File: src/sv/lpht_home.sv
// ----------------------------------------------------------------------------
// lpht_home
// Home slot unit: key_hash modulo SLOTS through a reciprocal multiply, a
// quotient back-multiply and one correcting subtract.
// ----------------------------------------------------------------------------
module lpht_home #(
  parameter int SLOTS = 256
) (
  input  logic                       clk_i,
  input  logic                       rst_ni,
  input  logic                       start_i,
  input  logic [31:0]                hash_i,
  output logic                       done_o,
  output logic [$clog2(SLOTS)-1:0]   slot_o
);

  localparam int IDX_W = $clog2(SLOTS);
  localparam int SHIFT = 32 + IDX_W;
  // floor(2^SHIFT / SLOTS) lies in [2^32, 2^33)
  localparam logic [32:0] RECIP = 33'((65'd1 << SHIFT) / 65'(SLOTS));

  logic [64:0]      prod_d, prod_q;
  logic [31:0]      hash1_q, hash2_q;
  logic [31:0]      quo;
  logic [31:0]      qs_d, qs_q;
  logic [32:0]      rem_raw;
  logic [32:0]      rem_fix;
  logic [IDX_W-1:0] slot_d, slot_q;
  logic             v1_q, v2_q, v3_q;

  assign prod_d = 65'(hash_i) * 65'(RECIP);

  // estimated quotient is exact or one low
  assign quo  = 32'(prod_q >> SHIFT);
  assign qs_d = 32'(quo * 32'(SLOTS));

  assign rem_raw = {1'b0, hash2_q} - {1'b0, qs_q};
  assign rem_fix = (rem_raw >= 33'(SLOTS)) ? rem_raw - 33'(SLOTS) : rem_raw;
  assign slot_d  = IDX_W'(rem_fix);

  always_ff @(posedge clk_i or negedge rst_ni) begin
    if (!rst_ni) begin
      v1_q <= 1'b0;
      v2_q <= 1'b0;
      v3_q <= 1'b0;
    end else begin
      v1_q <= start_i;
      v2_q <= v1_q;
      v3_q <= v2_q;
    end
  end

  always_ff @(posedge clk_i) begin
    prod_q  <= prod_d;
    hash1_q <= hash_i;
    qs_q    <= qs_d;
    hash2_q <= hash1_q;
    slot_q  <= slot_d;
  end

  assign done_o = v3_q;
  assign slot_o = slot_q;

endmodule

File: config.mk
export PLATFORM = sky130hd
export DESIGN_NAME = lpht_home
export DESIGN_NICKNAME = d
export VERILOG_FILES = /design/src/sv/lpht_home.sv
export SDC_FILE = /design/constraint.sdc
export NUM_CORES = 1
export LEC_CHECK = 0
export BUFFER_PORTS_ARGS = -buffer_cell sky130_fd_sc_hd__buf_2
export CAP_MARGIN = 20
export CORE_AREA = 2 2 48 50
export CTS_CLUSTER_SIZE = 30
export DETAILED_ROUTE_END_ITERATION = 10
export DIE_AREA = 0 0 50 52
export GPL_TIMING_DRIVEN = 0
export SYNTH_ARGS = -nofsm -noshare
export SYNTH_HDL_FRONTEND = slang
export SYNTH_SLANG_ARGS = --single-unit
File: constraint.sdc
create_clock -name clk_i -period 0.8 [get_ports clk_i]
set_clock_uncertainty 0.1 [all_clocks]
set_input_delay 0.24 -clock clk_i [delete_from_list [all_inputs] [get_ports clk_i]]
set_output_delay 0.24 -clock clk_i [all_outputs]
set_load 0.03 [all_outputs]
==> results.toml <==
[worst_setup_path]
r2r_start = "v2_q"
worst-setup-path-type = "reg -> out"
crit_chain = "buf_6"
r2r_cells = 0
cp-start-kind = "register"
cp.buffers_inverters = 1
timing.critical_path.required_ns = 0.46
timing.critical_path.slowest_stage_cell = "sky130_fd_sc_hd__dfrtp_2"
critical_path.top_delay_family = "flip-flops"
path_depth = 1
ff2ff_setup_slack_ns = 0.22
timing.critical_path.to_type = "output port"
critical_path.max_fanout = 1
cp.arrival_ns = 0.85
endpoint_of_the_worst_slack_reg_to_reg_timing_path = "done_o"
max_stage_delay_ns = 0.42

[synthesis]
mappedNetlistNets = 62
yosys_warnings = 0
mean_post_synth_cell_area_um2 = 20.58
synth.yosys.seq_area_share_pct = 100.0
synth_cell_types = 2
synth-xor-area-share_pct = 0
synth_simple_gate_area_share_pct = 0
share_of_synthesized_cell_area_in_full_adder_half_adder_and_majority_cells_pct = 0
synthMuxAreaShare_pct = 0
synth_seq_cells = 27
synth_compound_gate_area_share_pct = 0
synth.cell_area_um2 = 555.5
synthesis.instances = 27

[route]
vias_per_cell = 3.341
remaining_drc_errors = 0
route.antenna.remaining_nets = 0
drt_first_iter_violations = 0
route.vias.total = 294
drt-pass1-iter-count = 1
wire_per_inst_um = 7.205
routed_wirelength_um = 634

[cts]
post_cts_buffers = 0
insertion_delay_ns = 0.30
clk_path_buf_depth = 2
htree_num_levels = 1
cts.sink_count = 27
clockRootBuffer = "sky130_fd_sc_hd__clkbuf_4"
clkTransAtPathRegs_ns = 0.12
cts_tree = "built"
cts_buffers = 3

[die]
io_pins = 44
dieHeight_um = 52
die_width_um = 50
die_area_um2 = 2600
floorplan.rows = 17
std_cell_core_area_um2 = 2106
start_util_pct = 26.38

[cells_and_area]
layout_commonest_cell = "sky130_fd_sc_hd__dfxtp_1"
commonest_cells_after_routing_fill_and_taps_aside = "sky130_fd_sc_hd__dfxtp_1, sky130_fd_sc_hd__dlygate4sd3_1, sky130_fd_sc_hd__buf_2, sky130_fd_sc_hd__buf_6, sky130_fd_sc_hd__dfxtp_2"
layout.nets = 96
num_antenna_cells = 0
design_area_um2 = 879.6
layout.comb_gates.multi_input = 0
final_util_pct = 41.77
drive_gt1_share_pct = 51.67
multi_input_comb_area_um2 = 0
flow.area_growth_from_synthesis_pct = 58.33

[run_status]
outcome = "finished, violations left"
failed_checks = "setup timing"

[power_and_ir_drop]
comb_power_share_pct = 7.6
power.share.clock_pct = 24.7
peakVddDrop_mv = 0.8888
power.density_cell_area_nw_per_um2 = 2418
power.internal_mw = 1.709
power.switching_fraction_pct = 19.66
share_seq_of_total_power_pct = 67.8
leakagePower_nw = 0.3871
power_switching_uw = 418.1

[timing]
setup_slack_ns = -0.3941
period_utilisation_layout_pct = 149.3
finalHoldViolCount = 0
max_slew_violations = 0
final_period_minus_worst_setup_slack_ns = 1.194
rsz0062_at_grt = "true"
tightest_slew_ns = 0.1238
timing.max_slew.rel_slack_pct = 91.75
finalSetupViolations = 9
clock.fmax_ghz = 0.8374

[placement]
dpl-instance-area_um2 = 686.9
port_buffers = 19
pre_cts_slack_ns = -0.06716
finalWeightedCongestion = 0.5625

[worst_hold_path]
min_path_type = "in -> async"

[global_route]
globalRoute.totalOverflow = 0
antenna_found_initial = 0
grt_first_pass_wirelength_um = 972
first_global_vias = 272
grt_usage_pct = 5.528
largest_net_degree_at_the_start_of_global_routing = 15

[flow_run]
drv.max_cap_violation_count = 0
## cells by family after synthesis
family / Yosys count
flops: 27
## flip-flops by register name, summed over array words and instances (netlist names)
register and flops:
slot_o 8, v2_q 1, prod_q 8, hash2_q 8, done_o 1, v1_q 1
## per-stage QoR
stage,total power [mW],std cells,hold slack (ns),setup TNS [ns]
5_1_grt,2.224,88,0.1318,-3.199
3_3_place_gp,1.555,74,-0.06460,-0.09546
3_5_place_dp,1.560,74,-0.06248,-0.1162
6_report,2.127,88,0.1366,-2.812
4_1_cts,2.164,88,0.1242,-2.969
2_1_floorplan,1.510,27,-0.1556,0
## area by class of cell
| cell class | count | area, um^2 |
|---|---|---|
| Fill cell | 197 | 1226 |
| Sequential cell | 27 | 566.8 |
| Timing Repair Buffer | 29 | 251.5 |
| Tap cell | 28 | 35.03 |
| Clock buffer | 4 | 26.28 |
## Yosys cell counts
cell type,number,area share [%]
sky130_fd_sc_hd__dfrtp_1,3,14
sky130_fd_sc_hd__dfxtp_1,24,86
## power groups by stage
stage | clock network (mW) | registers, mW | logic, mW
finish | 0.524 | 1.44 | 0.161
global route | 0.605 | 1.45 | 0.170
CTS | 0.559 | 1.44 | 0.163
detailed placement | 0 | 1.46 | 0.0978
global placement | 0 | 1.46 | 0.0961
floorplan | 0 | 1.51 | 0
## repair_timing
item                                    4_1_cts  5_1_grt
gates resized for setup                      26        0
hold buffers                                 10        0
endpoints found under the setup margin        9        9
cloned                                        0        0
hold endpoints to repair                     12        0
## worst max path at each step
stage,startpoint,end
floorplan,slot_o[0],slot_o[0]
global placement,done_o,done_o
detailed placement,done_o,done_o
CTS,done_o,done_o
global route,done_o,done_o
finish,done_o,done_o
## metal layers
layer	wire length, um	share of wire, %	track usage (%)
met1	249	39	4.562
met2	304	48	8.991
met4	17	2.7	8.333
met5	0	0	0
met3	63	9.9	1.437
No activity file was read; power rests on OpenSTA's default activity.
